[config.mk]
export PLATFORM = sky130hd
export DESIGN_NAME = speed_smoothing_harsh_event_tracker_top
export DESIGN_NICKNAME = d
export VERILOG_FILES = /design/src/hdl/sshet_pkg.sv /design/src/hdl/sshet_div.sv /design/src/hdl/sshet_dp.sv /design/src/hdl/sshet_ctrl.sv /design/src/hdl/speed_smoothing_harsh_event_tracker_top.sv
export SDC_FILE = /design/constraint.sdc
export NUM_CORES = 1
export LEC_CHECK = 0
export ABC_CLOCK_PERIOD_IN_PS = 7800
export BUFFER_PORTS_ARGS = -buffer_cell sky130_fd_sc_hd__buf_4
export CELL_PAD_IN_SITES_DETAIL_PLACEMENT = 1
export CELL_PAD_IN_SITES_GLOBAL_PLACEMENT = 1
export CORE_UTILIZATION = 39
export DETAILED_ROUTE_END_ITERATION = 8
export PLACE_DENSITY = 0.66
export RECOVER_POWER = 25
export SLEW_MARGIN = 20
export SYNTH_ARGS = -nofsm -noshare
export SYNTH_HDL_FRONTEND = slang
export SYNTH_SLANG_ARGS = --single-unit
[constraint.sdc]
create_clock -name clk_i -period 7.8 [get_ports clk_i]
set_clock_uncertainty 0.15 [all_clocks]
set_input_delay 1.56 -clock clk_i [delete_from_list [all_inputs] [get_ports clk_i]]
set_output_delay 1.56 -clock clk_i [all_outputs]
set_load 0.02 [all_outputs]
[src/hdl/sshet_pkg.sv]
// sshet_pkg: shared constants and control types for the speed smoothing tracker
// no dependencies

package sshet_pkg;

  localparam int SPEED_W      = 15;
  localparam int SAMPLE_W     = 16;
  localparam int ACC_W        = 16;
  localparam int HCNT_W       = 16;
  localparam int THR_W        = 15;
  localparam int AGGR_W       = 16;
  localparam int SAMPLE_CNT_W = 20;
  localparam int CFG_DATA_W   = 16;
  localparam int CFG_IDX_W    = 1;

  localparam int DEF_WINDOW      = 3;
  localparam int DEF_COUNT_WIDTH = 20;

  localparam logic [THR_W-1:0]  THR_RESET  = THR_W'(160);
  localparam logic [AGGR_W-1:0] AGGR_RESET = AGGR_W'(3);

  localparam logic [CFG_IDX_W-1:0] CFG_HARSH_THRESHOLD = 1'b0;
  localparam logic [CFG_IDX_W-1:0] CFG_AGGRESSIVE_MIN  = 1'b1;

  localparam logic OP_SAMPLE = 1'b0;
  localparam logic OP_CLEAR  = 1'b1;

  typedef struct packed {
    logic capture;
    logic clear;
    logic smooth_start;
    logic update;
    logic mean_start;
    logic mean_load;
    logic load_out;
  } cmd_t;

  typedef struct packed {
    logic div_done;
    logic is_clear;
    logic is_neg;
  } status_t;

endpackage

[src/hdl/sshet_div.sv]
// sshet_div: serial restoring divider, one quotient bit per cycle
// depends on sshet_pkg

module sshet_div #(
  parameter int DW = 35,
  parameter int VW = 20
) (
  input  logic                        clk_i,
  input  logic                        rst_ni,
  input  logic                        start_i,
  input  logic [DW-1:0]               dividend_i,
  input  logic [VW-1:0]               divisor_i,
  input  logic [$clog2(DW+1)-1:0]     nbits_i,
  output logic                        done_o,
  output logic [sshet_pkg::SPEED_W-1:0] quotient_o
);

  localparam int NW = $clog2(DW+1);

  logic [DW-1:0] quo_q;
  logic [VW-1:0] rem_q;
  logic [VW-1:0] dvs_q;
  logic [NW-1:0] cnt_q;
  logic          busy_q;
  logic          done_q;
  logic [VW:0]   rem_sh;
  logic [VW:0]   diff;
  logic          ge;

  assign rem_sh = {rem_q, quo_q[DW-1]};
  assign ge     = rem_sh >= {1'b0, dvs_q};
  assign diff   = rem_sh - {1'b0, dvs_q};

  always_ff @(posedge clk_i or negedge rst_ni) begin
    if (!rst_ni) begin
      busy_q <= 1'b0;
      done_q <= 1'b0;
      cnt_q  <= '0;
    end else begin
      done_q <= 1'b0;
      if (start_i) begin
        busy_q <= 1'b1;
        cnt_q  <= nbits_i;
      end else if (busy_q) begin
        cnt_q <= cnt_q - NW'(1);
        if (cnt_q == NW'(1)) begin
          busy_q <= 1'b0;
          done_q <= 1'b1;
        end
      end
    end
  end

  always_ff @(posedge clk_i) begin
    if (start_i) begin
      quo_q <= dividend_i;
      rem_q <= '0;
      dvs_q <= divisor_i;
    end else if (busy_q) begin
      quo_q <= {quo_q[DW-2:0], ge};
      rem_q <= ge ? diff[VW-1:0] : rem_sh[VW-1:0];
    end
  end

  assign done_o     = done_q;
  assign quotient_o = quo_q[sshet_pkg::SPEED_W-1:0];

`ifndef SYNTH
  a_start_busy: assert property (@(posedge clk_i) disable iff (!rst_ni)
    start_i |=> busy_q)
    else $error("divider not busy after start");
`endif

endmodule

[src/hdl/sshet_dp.sv]
// sshet_dp: trip state, moving-average window, config registers and result registers
// depends on sshet_pkg and sshet_div

module sshet_dp #(
  parameter int WINDOW      = sshet_pkg::DEF_WINDOW,
  parameter int COUNT_WIDTH = sshet_pkg::DEF_COUNT_WIDTH
) (
  input  logic                                  clk_i,
  input  logic                                  rst_ni,
  input  logic                                  cfg_we_i,
  input  logic [sshet_pkg::CFG_IDX_W-1:0]       cfg_index_i,
  input  logic [sshet_pkg::CFG_DATA_W-1:0]      cfg_data_i,
  input  logic                                  operation_i,
  input  logic signed [sshet_pkg::SAMPLE_W-1:0] speed_sample_i,
  input  sshet_pkg::cmd_t                       cmd_i,
  output sshet_pkg::status_t                    status_o,
  output logic                                  sample_kept_o,
  output logic [sshet_pkg::SPEED_W-1:0]         smoothed_speed_o,
  output logic signed [sshet_pkg::ACC_W-1:0]    acceleration_o,
  output logic                                  acceleration_valid_o,
  output logic                                  harsh_event_o,
  output logic [sshet_pkg::HCNT_W-1:0]          harsh_count_o,
  output logic                                  aggressive_o,
  output logic [sshet_pkg::SPEED_W-1:0]         average_speed_o,
  output logic [sshet_pkg::SPEED_W-1:0]         max_speed_o,
  output logic [sshet_pkg::SAMPLE_CNT_W-1:0]    sample_count_o
);

  localparam int SW  = sshet_pkg::SPEED_W;
  localparam int HD  = (WINDOW > 1) ? WINDOW - 1 : 1;
  localparam int FW  = (WINDOW > 1) ? $clog2(WINDOW) : 1;
  localparam int SMW = SW + $clog2(WINDOW);
  localparam int DW  = SW + COUNT_WIDTH;
  localparam int NW  = $clog2(DW + 1);

  logic [sshet_pkg::THR_W-1:0]  thr_q;
  logic [sshet_pkg::AGGR_W-1:0] aggr_q;

  logic                          op_q;
  logic [sshet_pkg::SAMPLE_W-1:0] sample_q;

  logic [SW-1:0]          hist_q [HD];
  logic [FW-1:0]          fill_q;
  logic [SW-1:0]          prev_q;
  logic                   have_prev_q;
  logic [sshet_pkg::HCNT_W-1:0] hcnt_q;
  logic [DW-1:0]          sum_q;
  logic [COUNT_WIDTH-1:0] kept_cnt_q;
  logic [SW-1:0]          max_q;
  logic [SW-1:0]          avg_q;

  logic                   r_kept_q;
  logic [SW-1:0]          r_smooth_q;
  logic [sshet_pkg::ACC_W-1:0] r_acc_q;
  logic                   r_accv_q;
  logic                   r_harsh_q;

  logic [SMW-1:0]         wsum;
  logic                   div_start;
  logic [DW-1:0]          div_dividend;
  logic [COUNT_WIDTH-1:0] div_divisor;
  logic [NW-1:0]          div_nbits;
  logic                   div_done;
  logic [SW-1:0]          quo;
  logic [sshet_pkg::ACC_W-1:0] acc;
  logic [sshet_pkg::ACC_W-1:0] mag;
  logic                   harsh;

  // window sum over the current sample and the valid history
  always_comb begin
    wsum = SMW'(sample_q[SW-1:0]);
    for (int i = 0; i < HD; i++) begin
      if (WINDOW > 1 && fill_q > FW'(i)) begin
        wsum = wsum + SMW'(hist_q[i]);
      end
    end
  end

  always_comb begin
    div_start = cmd_i.smooth_start | cmd_i.mean_start;
    if (cmd_i.smooth_start) begin
      div_dividend = {wsum, {(DW - SMW){1'b0}}};
      div_divisor  = COUNT_WIDTH'(fill_q) + COUNT_WIDTH'(1);
      div_nbits    = NW'(SMW);
    end else begin
      div_dividend = sum_q;
      div_divisor  = kept_cnt_q;
      div_nbits    = NW'(DW);
    end
  end

  sshet_div #(
    .DW(DW),
    .VW(COUNT_WIDTH)
  ) u_div (
    .clk_i     (clk_i),
    .rst_ni    (rst_ni),
    .start_i   (div_start),
    .dividend_i(div_dividend),
    .divisor_i (div_divisor),
    .nbits_i   (div_nbits),
    .done_o    (div_done),
    .quotient_o(quo)
  );

  assign acc   = {1'b0, quo} - {1'b0, prev_q};
  assign mag   = acc[sshet_pkg::ACC_W-1] ? -acc : acc;
  assign harsh = have_prev_q && (mag > {1'b0, thr_q});

  assign status_o.div_done = div_done;
  assign status_o.is_clear = (op_q == sshet_pkg::OP_CLEAR);
  assign status_o.is_neg   = sample_q[sshet_pkg::SAMPLE_W-1];

  // config registers and trip state
  always_ff @(posedge clk_i or negedge rst_ni) begin
    if (!rst_ni) begin
      thr_q       <= sshet_pkg::THR_RESET;
      aggr_q      <= sshet_pkg::AGGR_RESET;
      fill_q      <= '0;
      prev_q      <= '0;
      have_prev_q <= 1'b0;
      hcnt_q      <= '0;
      sum_q       <= '0;
      kept_cnt_q  <= '0;
      max_q       <= '0;
      avg_q       <= '0;
    end else begin
      if (cfg_we_i) begin
        unique case (cfg_index_i)
          sshet_pkg::CFG_HARSH_THRESHOLD: thr_q  <= cfg_data_i[sshet_pkg::THR_W-1:0];
          sshet_pkg::CFG_AGGRESSIVE_MIN:  aggr_q <= cfg_data_i[sshet_pkg::AGGR_W-1:0];
          default: ;
        endcase
      end
      if (cmd_i.clear) begin
        fill_q      <= '0;
        prev_q      <= '0;
        have_prev_q <= 1'b0;
        hcnt_q      <= '0;
        sum_q       <= '0;
        kept_cnt_q  <= '0;
        max_q       <= '0;
        avg_q       <= '0;
      end
      if (cmd_i.update) begin
        if (fill_q < FW'(WINDOW - 1)) begin
          fill_q <= fill_q + FW'(1);
        end
        prev_q      <= quo;
        have_prev_q <= 1'b1;
        if (harsh && hcnt_q != '1) begin
          hcnt_q <= hcnt_q + sshet_pkg::HCNT_W'(1);
        end
        if (quo > max_q) begin
          max_q <= quo;
        end
        if (kept_cnt_q != '1) begin
          kept_cnt_q <= kept_cnt_q + COUNT_WIDTH'(1);
          sum_q      <= sum_q + DW'(quo);
        end
      end
      if (cmd_i.mean_load) begin
        avg_q <= quo;
      end
    end
  end

  // beat capture, history shift, per-item results and output registers
  always_ff @(posedge clk_i) begin
    if (cmd_i.capture) begin
      op_q       <= operation_i;
      sample_q   <= speed_sample_i;
      r_kept_q   <= 1'b0;
      r_smooth_q <= '0;
      r_acc_q    <= '0;
      r_accv_q   <= 1'b0;
      r_harsh_q  <= 1'b0;
    end
    if (cmd_i.update) begin
      hist_q[0] <= sample_q[SW-1:0];
      for (int i = 1; i < HD; i++) begin
        hist_q[i] <= hist_q[i-1];
      end
      r_kept_q   <= 1'b1;
      r_smooth_q <= quo;
      r_acc_q    <= have_prev_q ? acc : '0;
      r_accv_q   <= have_prev_q;
      r_harsh_q  <= harsh;
    end
    if (cmd_i.load_out) begin
      sample_kept_o        <= r_kept_q;
      smoothed_speed_o     <= r_smooth_q;
      acceleration_o       <= r_acc_q;
      acceleration_valid_o <= r_accv_q;
      harsh_event_o        <= r_harsh_q;
      harsh_count_o        <= hcnt_q;
      aggressive_o         <= hcnt_q >= aggr_q;
      average_speed_o      <= avg_q;
      max_speed_o          <= max_q;
      sample_count_o       <= sshet_pkg::SAMPLE_CNT_W'(kept_cnt_q);
    end
  end

`ifndef SYNTH
  a_max_covers_prev: assert property (@(posedge clk_i) disable iff (!rst_ni)
    max_q >= prev_q)
    else $error("maximum below last smoothed speed");
  a_update_prev: assert property (@(posedge clk_i) disable iff (!rst_ni)
    cmd_i.update |=> have_prev_q)
    else $error("previous smoothed speed not marked after update");
`endif

endmodule

[src/hdl/sshet_ctrl.sv]
// sshet_ctrl: sequencing state machine and channel handshake for one beat at a time
// depends on sshet_pkg

module sshet_ctrl (
  input  logic               clk_i,
  input  logic               rst_ni,
  input  logic               in_valid_i,
  output logic               in_stall_o,
  output logic               out_valid_o,
  input  logic               out_stall_i,
  input  sshet_pkg::status_t status_i,
  output sshet_pkg::cmd_t    cmd_o
);

  typedef enum logic [2:0] {
    S_IDLE,
    S_DECODE,
    S_SMOOTH,
    S_MEAN_GO,
    S_MEAN,
    S_FINISH
  } state_e;

  state_e state_q, state_d;
  logic   stall_q;
  logic   out_valid_q, out_valid_d;

  always_comb begin
    cmd_o   = '0;
    state_d = state_q;
    unique case (state_q)
      S_IDLE: begin
        if (in_valid_i && !stall_q) begin
          cmd_o.capture = 1'b1;
          state_d       = S_DECODE;
        end
      end
      S_DECODE: begin
        if (status_i.is_clear) begin
          cmd_o.clear = 1'b1;
          state_d     = S_FINISH;
        end else if (status_i.is_neg) begin
          state_d = S_FINISH;
        end else begin
          cmd_o.smooth_start = 1'b1;
          state_d            = S_SMOOTH;
        end
      end
      S_SMOOTH: begin
        if (status_i.div_done) begin
          cmd_o.update = 1'b1;
          state_d      = S_MEAN_GO;
        end
      end
      S_MEAN_GO: begin
        cmd_o.mean_start = 1'b1;
        state_d          = S_MEAN;
      end
      S_MEAN: begin
        if (status_i.div_done) begin
          cmd_o.mean_load = 1'b1;
          state_d         = S_FINISH;
        end
      end
      S_FINISH: begin
        if (!out_valid_q || !out_stall_i) begin
          cmd_o.load_out = 1'b1;
          state_d        = S_IDLE;
        end
      end
      default: state_d = S_IDLE;
    endcase
  end

  always_comb begin
    out_valid_d = out_valid_q;
    if (out_valid_q && !out_stall_i) begin
      out_valid_d = 1'b0;
    end
    if (cmd_o.load_out) begin
      out_valid_d = 1'b1;
    end
  end

  always_ff @(posedge clk_i or negedge rst_ni) begin
    if (!rst_ni) begin
      state_q     <= S_IDLE;
      stall_q     <= 1'b0;
      out_valid_q <= 1'b0;
    end else begin
      state_q     <= state_d;
      stall_q     <= (state_d != S_IDLE);
      out_valid_q <= out_valid_d;
    end
  end

  assign in_stall_o  = stall_q;
  assign out_valid_o = out_valid_q;

`ifndef SYNTH
  a_done_in_div_state: assert property (@(posedge clk_i) disable iff (!rst_ni)
    status_i.div_done |-> (state_q == S_SMOOTH || state_q == S_MEAN))
    else $error("divider finished outside a divide state");
  a_load_sets_valid: assert property (@(posedge clk_i) disable iff (!rst_ni)
    cmd_o.load_out |=> out_valid_q)
    else $error("result loaded without valid");
  a_smooth_to_mean: assert property (@(posedge clk_i) disable iff (!rst_ni)
    (state_q == S_SMOOTH && status_i.div_done) |=> state_q == S_MEAN_GO)
    else $error("mean division not started after smoothing");
`endif

endmodule

[src/hdl/speed_smoothing_harsh_event_tracker_top.sv]
// speed_smoothing_harsh_event_tracker_top: top level, controller plus datapath
// depends on sshet_pkg, sshet_ctrl, sshet_dp (which holds sshet_div)
//
//   channel | handshake               | payload
//   in      | in_valid_i / in_stall_o | operation_i, speed_sample_i
//   out     | out_valid_o/out_stall_i | sample_kept_o .. sample_count_o
//   cfg     | cfg_we_i                | cfg_index_i, cfg_data_i
//
// one beat at a time; from accept to next accept a clear or negative sample goes from decode
// straight to the finish state, while a kept sample waits on the shared serial divider
// that forms first the window average, then the trip mean
// reset clears all trip state asynchronously, no clearing pass
// a finished result sits in the output register; the next beat is accepted meanwhile,
// and the block waits at its end while an earlier result is still stalled

module speed_smoothing_harsh_event_tracker_top #(
  parameter int WINDOW      = sshet_pkg::DEF_WINDOW,
  parameter int COUNT_WIDTH = sshet_pkg::DEF_COUNT_WIDTH
) (
  input  logic                                  clk_i,
  input  logic                                  rst_ni,
  input  logic                                  cfg_we_i,
  input  logic [sshet_pkg::CFG_IDX_W-1:0]       cfg_index_i,
  input  logic [sshet_pkg::CFG_DATA_W-1:0]      cfg_data_i,
  input  logic                                  in_valid_i,
  output logic                                  in_stall_o,
  input  logic                                  operation_i,
  input  logic signed [sshet_pkg::SAMPLE_W-1:0] speed_sample_i,
  output logic                                  out_valid_o,
  input  logic                                  out_stall_i,
  output logic                                  sample_kept_o,
  output logic [sshet_pkg::SPEED_W-1:0]         smoothed_speed_o,
  output logic signed [sshet_pkg::ACC_W-1:0]    acceleration_o,
  output logic                                  acceleration_valid_o,
  output logic                                  harsh_event_o,
  output logic [sshet_pkg::HCNT_W-1:0]          harsh_count_o,
  output logic                                  aggressive_o,
  output logic [sshet_pkg::SPEED_W-1:0]         average_speed_o,
  output logic [sshet_pkg::SPEED_W-1:0]         max_speed_o,
  output logic [sshet_pkg::SAMPLE_CNT_W-1:0]    sample_count_o
);

  sshet_pkg::cmd_t    cmd;
  sshet_pkg::status_t status;

  sshet_ctrl u_ctrl (
    .clk_i      (clk_i),
    .rst_ni     (rst_ni),
    .in_valid_i (in_valid_i),
    .in_stall_o (in_stall_o),
    .out_valid_o(out_valid_o),
    .out_stall_i(out_stall_i),
    .status_i   (status),
    .cmd_o      (cmd)
  );

  sshet_dp #(
    .WINDOW     (WINDOW),
    .COUNT_WIDTH(COUNT_WIDTH)
  ) u_dp (
    .clk_i               (clk_i),
    .rst_ni              (rst_ni),
    .cfg_we_i            (cfg_we_i),
    .cfg_index_i         (cfg_index_i),
    .cfg_data_i          (cfg_data_i),
    .operation_i         (operation_i),
    .speed_sample_i      (speed_sample_i),
    .cmd_i               (cmd),
    .status_o            (status),
    .sample_kept_o       (sample_kept_o),
    .smoothed_speed_o    (smoothed_speed_o),
    .acceleration_o      (acceleration_o),
    .acceleration_valid_o(acceleration_valid_o),
    .harsh_event_o       (harsh_event_o),
    .harsh_count_o       (harsh_count_o),
    .aggressive_o        (aggressive_o),
    .average_speed_o     (average_speed_o),
    .max_speed_o         (max_speed_o),
    .sample_count_o      (sample_count_o)
  );

endmodule

# Word level (Yosys, flattened, before mapping)
# Memories as Yosys holds them, arrays and structs flattened.
# Index checks and enable logic that the tools add are counted.
[totals] reg_bits=390 latch_bits=0 mem_bits_rw=30 rom_bits=0 inputBits=39 out_inout_bits=103 word_cells=150 n_memories=1
[classes] n_addsub=11 mul=0 div_mod_pow=0 n_lt_le_gt_ge=7 n_eq_ne=8 shift=0 n_mux=68 bitwise_logic=2 n_reduce_logical=17
[mem_list] name="u_dp.hist_q" words=2 word_bits=15 read_ports=2 rd_clocked_by_memory_dff=0 write_ports=2 line="sshet_dp.sv:42" text="logic [SW-1:0] hist_q [HD];"
[op_table] cell="$mux W35" count=6
[op_table] cell="$mux W16" count=8
[op_table] cell="$mux W15" count=8
[op_table] cell="$mux W20" count=5
[op_table] cell="$add A35 B15 Y35" count=1
[op_table] cell="$mux W1" count=26
[op_table] cell="$ge A21 B20 Y1" count=1
[op_table] cell="$add A20 B1 Y20 const B" count=1
[op_table] cell="$ne A20 B20 Y1 const B" count=1
[op_table] cell="$sub A20 B20 Y20" count=1
[op_table] cell="$mux W3" count=6
[op_table] cell="$mux W6" count=3
[op_table] cell="$pmux W3 S6" count=1
[op_table] cell="$add A17 B15 Y17" count=1
[op_table] cell="$mux W17" count=1
[op_table] cell="$add A15 B15 Y16" count=1
[op_table] cell="$add A16 B1 Y16 const B" count=1
[op_table] cell="$ge A16 B16 Y1" count=1
[op_table] cell="$gt A16 B15 Y1" count=1
[op_table] cell="$ne A16 B16 Y1 const B" count=1
[op_table] cell="$neg A16 Y16" count=1
[op_table] cell="$sub A15 B15 Y16" count=1
[op_table] cell="$gt A15 B15 Y1" count=1
[op_table] cell="$reduce_bool A2 Y1" count=5
[op_table] cell="other kinds (18)" count=30

# Longest topological paths before layout
[logic_depth] depth_word=8 ltp_mapped=23 ltp_nobuf=22

# Modules after synthesis
# From an unflattened synthesis, not the netlist that was laid out.
[hier_totals] cells_unflattened=2035 area_unflattened_um2=22247.6
[modules_own_cells] module="sshet_dp" n_inst=1 cells_each=1577 area_per_inst_um2=17224.0 seq_area_each_um2=9213.8
[modules_own_cells] module="sshet_div" n_inst=1 cells_each=424 area_per_inst_um2=4703.3 seq_area_each_um2=2252.2
[modules_own_cells] module="sshet_ctrl" n_inst=1 cells_each=34 area_per_inst_um2=320.3 seq_area_each_um2=125.1

# Worst setup path before layout
# OpenSTA, ideal clock, no wires.
[synth_path] path_kind="input to register" startpoint="input port out_stall_i" endpoint="register u_dp.acceleration_o[0] in the netlist's numbering (enable)" setup_ns=0.594 arrival_time_ns=6.329 required_time_ns=7.056 setup_slack_ns=0.727 path_stages=1 n_path_buf=0 cell_sequence="a21oi_1"
[synth_between] elab_chain_cells=4
[synth_rtl] item="from (decl)" line="speed_smoothing_harsh_event_tracker_top.sv:30" text="input logic out_stall_i,"
[synth_rtl] item="$logic_not A1 Y1" line="sshet_ctrl.sv:66" text="if (!out_valid_q || !out_stall_i) begin"
[synth_rtl] item="$logic_or A1 B1 Y1" line="sshet_ctrl.sv:66"
[synth_rtl] item="$mux W1" line="sshet_ctrl.sv:66"
[synth_rtl] item="$mux W1" line="sshet_ctrl.sv:31" text="unique case (state_q)"
[synth_rtl] item="to (signal assigned)" line="sshet_dp.sv:193" text="acceleration_o <= r_acc_q;"
[synth_rtl] item="to (decl)" line="sshet_dp.sv:19" text="output logic signed [sshet_pkg::ACC_W-1:0] acceleration_o,"
# Every way passes these cells.
# A chain may end at the register's enable or synchronous reset.

# Final worst setup path
[layout_path] startpoint="register u_dp.u_div.quo_q[0]" endpoint="register u_dp.hcnt_q[6] in the netlist's numbering"
[layout_between] elab_chain_cells=8
[layout_rtl] item="from (decl)" line="sshet_div.sv:20" text="logic [DW-1:0] quo_q;"
[layout_rtl] item="from (signal assigned)" line="sshet_div.sv:56" text="quo_q <= dividend_i;"
[layout_rtl] item="from (signal assigned)" line="sshet_div.sv:60" text="quo_q <= {quo_q[DW-2:0], ge};"
[layout_rtl] item="$sub A15 B15 Y16 *" line="sshet_dp.sv:106" text="assign acc = {1'b0, quo} - {1'b0, prev_q};"
[layout_rtl] item="$neg A16 Y16" line="sshet_dp.sv:107" text="assign mag = acc[sshet_pkg::ACC_W-1] ? -acc : acc;"
[layout_rtl] item="$mux W16 *" line="sshet_dp.sv:107"
[layout_rtl] item="$gt A16 B15 Y1 *" line="sshet_dp.sv:108" text="assign harsh = have_prev_q && (mag > {1'b0, thr_q});"
[layout_rtl] item="$logic_and A1 B1 Y1 *" line="sshet_dp.sv:108"
[layout_rtl] item="$logic_and A1 B1 Y1 *" line="sshet_dp.sv:151" text="if (harsh && hcnt_q != '1) begin"
[layout_rtl] item="$mux W16 *" line="sshet_dp.sv:151"
[layout_rtl] item="$mux W16 *" line="sshet_dp.sv:145" text="if (cmd_i.update) begin"
[layout_rtl] item="to (signal assigned)" line="sshet_dp.sv:152" text="hcnt_q <= hcnt_q + sshet_pkg::HCNT_W'(1);"
[layout_rtl] item="to (decl)" line="sshet_dp.sv:46" text="logic [sshet_pkg::HCNT_W-1:0] hcnt_q;"
# Mark *: on every way between the ends. The rest lies on a longest branch, timed or not.

==> results.txt <==
Synthesized cell area: 21400 um^2
Placed Area: 23300 um^2
CTS root buf: clkbuf_16
Cell Rows: 85
Placed cell count: 2740
Failing checks: max-capacitance violations, max-slew violations
Dpl hpwl: 40.6 mm
Final Non-Filler Cells: 2826
Worst EP arrival: 6170 ps
Critical R2R Capture: u_dp.hcnt_q[6]
Setup slack, reg-to-reg: 2010 ps
Area Overhead vs Synth: 15.4%
Overall power: 8.50 mW
Distinct cell type count after synthesis: 77
Initial DRT Pass Iterations: 4
Initial antenna violation count: 0
Yosys top cell area share: 33.1%
Hold Crit Depth: 0
Nets@finish: 2270
Post-Syn Area per Cell: 11.0 um^2
Filler cells: 5838
Worst Path Class, Setup: reg2reg
Main synth FF type: edfxtp_1
Input/output buffers: 141
Status: finished with violations
Slew Viols, Final: 85
Max-slew headroom: -232%
Share of layout cells above drive strength 1: 14.4%
PostCTS Resize Cnt: 0
Worst Reg2Reg Path Length in Cells: 19
Die area: 55900 um^2
Leakage power: 10.5 nW
CTS tree: done
H-tree levels: 2
# DRC: 0
Post-synth EDFFs: 236
Detailed-route wire length on metal 1: 27.1 mm
Mean number of vias per cell: 5.52
TritonCTS Sinks: 420
Vias in the first global route: 16.5k
Max VDD drop: 0.000209 V
IO Count: 142
Synthesized instance count: 1945
# Post-CTS Setup Buffers: 0
Number of DRC markers in iteration 0: 806
Worst slew pin tran: 4980 ps
WL final: 57.0 mm
Gr ovfl total: 0
WL per Instance: 20.2 um
Area leader, netlist: edfxtp_1
Commonest cells after routing, fill and taps aside: edfxtp_1, nand2_1, dfrtp_1
Final Hold Fails: 0
Period minus WS final: 5790 ps
Hold_buf cts: 0
Leading cell type in the layout, fill and taps excluded: edfxtp_1
Die Y: 236 um
Critical path fanouts, max: 15
Metal2 WL: 26.6 mm
Synth top area cells: edfxtp_1, dfrtp_1, ha_1, nand2_1, o21ai_0
PwrDens: 344 nW/um^2
Max Used Layer: met4
Kind of end point of the critical path: flop
Final instance area: 24700 um^2
Hold Startpoint: u_dp.r_smooth_q[4]
Syn Nets: 2123
Die width: 236 um
Final Wtd Congestion: 0.858
Antenna-violating nets left: 0
Synth warnings: 0
Clk_lat worst skew: 600 ps
Fin crit share: 74.2%
Initial core utilization: 39.7%
# diodes: 0
Max frequency: 173 MHz
Vias: 15.6k
CP required: 8180 ps
Core ar.: 54000 um^2
Post-synthesis register bit count: 420
Largest net degree at the start of global routing: 85
MaxCap Viol Count: 1
First-pass GRT wire length: 92.2 mm
Final setup margin: 2010 ps
Worst Setup Start Kind: flop
DP Worst Slack: 2040 ps
Total track usage: 20.8%
WHS Endpoint: u_dp.smoothed_speed_o[4]
Clk pin slew, worst setup/hold paths: 60 ps
Ys async rst share: 38.8%
Post-route setup TNS: 0 ps
Unrepaired setup endpoints after global routing: no
CTS Buf Count: 46
Sequential element share of the synthesized area: 54.1%
Routed met3 length: 2.10 mm
Setup Viol. Count Final: 0
R2r startpoint: u_dp.u_div.quo_q[0]
CTS Buffer Depth: 3
Hold Path Class: reg2reg
[layout make-up]
cell class | instances | area, um^2 | share of cell area (%)
sequential | 420 | 11600 | 46.9
multi-input combinational | 1341 | 9140 | 37.0
clock buffer | 63 | 1270 | 5.16
timing repair buffer | 161 | 1190 | 4.80
tap | 696 | 871 | 3.52
inverter | 122 | 463 | 1.87
clock inverter | 23 | 198 | 0.799
[power breakdown]
part	internal [mW]	switching, mW	leakage (nW)
Combinational	1.25	1.98	5.26
Sequential	2.85	0.290	4.54
Clock	1.19	0.938	0.707
Total	5.29	3.20	10.5
[routing by layer]
metal | GRT usage [%] | vias to the layer above
met1 | 28.7 | 7895
met3 | 3.77 | 77
met2 | 33.6 | 231
met5 | 0 | -
met4 | 5.04 | 0
li1 | - | 7403
[how the worst max path moves through the flow]
stage | from | cells after the start | slack, ps | end
after floorplan | out_stall_i | 1 | 730 | u_dp.acceleration_o[0]
after global placement | u_dp.u_div.quo_q[0] | 19 | 2310 | u_dp.hcnt_q[0]
after detailed placement | u_dp.u_div.quo_q[0] | 19 | 2040 | u_dp.hcnt_q[7]
after CTS | u_dp.u_div.quo_q[0] | 19 | 2010 | u_dp.hcnt_q[6]
after global routing | rst_ni | 1 | 1030 | u_dp.sum_q[25]
final | u_dp.u_div.quo_q[0] | 19 | 2010 | u_dp.hcnt_q[6]
[kinds of logic after synthesis]
group,after synthesis,share of synthesized area [%]
adders and majority gates,139,8.29
and+or+nand+nor,607,13.7
xor gates and xnor gates,69,2.82
AOI/OAI and AO/OA,463,14.6
DFF,420,54.1
muxes,63,3.15
buffers and inverters,184,3.35
[worst max-delay path, stage by stage, from the launching register on]
cell	delay, ps
edfxtp_1	420
inv_1	120
ha_1	240
fa_1	400
nor2b_1	210
o2111ai_1	190
a32oi_1	270
xnor2_1	310
nand4_1	260
nor4_4	290
nand2b_1	170
xor2_1	170
ha_1	270
a2111oi_0	470
o211ai_1	160
o211a_1	290
a31oi_4	510
clkinv_4	180
a21oi_4	400
a221o_1	220
[cells in the mapped netlist, types with 18 or more instances]
cell	instances
a21o_1	41
clkbuf_1	54
dfxtp_1	21
a31oi_1	19
a211oi_1	25
o211ai_1	19
inv_1	121
o21a_1	25
nor3_1	46
xor2_1	25
nor2b_1	20
nand4_1	22
edfxtp_1	236
ha_1	134
and3_1	27
and2_1	40
a21oi_1	90
nand2b_1	18
nor2_1	125
nand3_1	77
o21ai_0	114
dfrtp_1	159
xnor2_1	44
o31ai_1	18
mux2_2	35
mux2i_1	28
nand2_1	182
[flip-flops by register name, indices dropped and copies added (netlist names), 16 cells and up]
| signal | count |
|---|---|
| u_dp.r_acc_q | 16 |
| u_dp.aggr_q | 16 |
| u_dp.hist_q | 30 |
| u_dp.sum_q | 35 |
| u_dp.u_div.quo_q | 35 |
| u_dp.u_div.rem_q | 20 |
| u_dp.sample_q | 16 |
| u_dp.hcnt_q | 16 |
| u_dp.sample_count_o | 20 |
| u_dp.u_div.dvs_q | 20 |
| u_dp.harsh_count_o | 16 |
| u_dp.acceleration_o | 16 |
| u_dp.kept_cnt_q | 20 |
[through the flow]
stage          hold slack (ps)  util [%]
5_1_grt                    275      45.8
3_3_place_gp               254      43.1
2_1_floorplan              250         -
6_report                   269      45.8
3_5_place_dp               256      43.1
4_1_cts                    271      45.8
No activity file was read; power rests on OpenSTA's default activity.
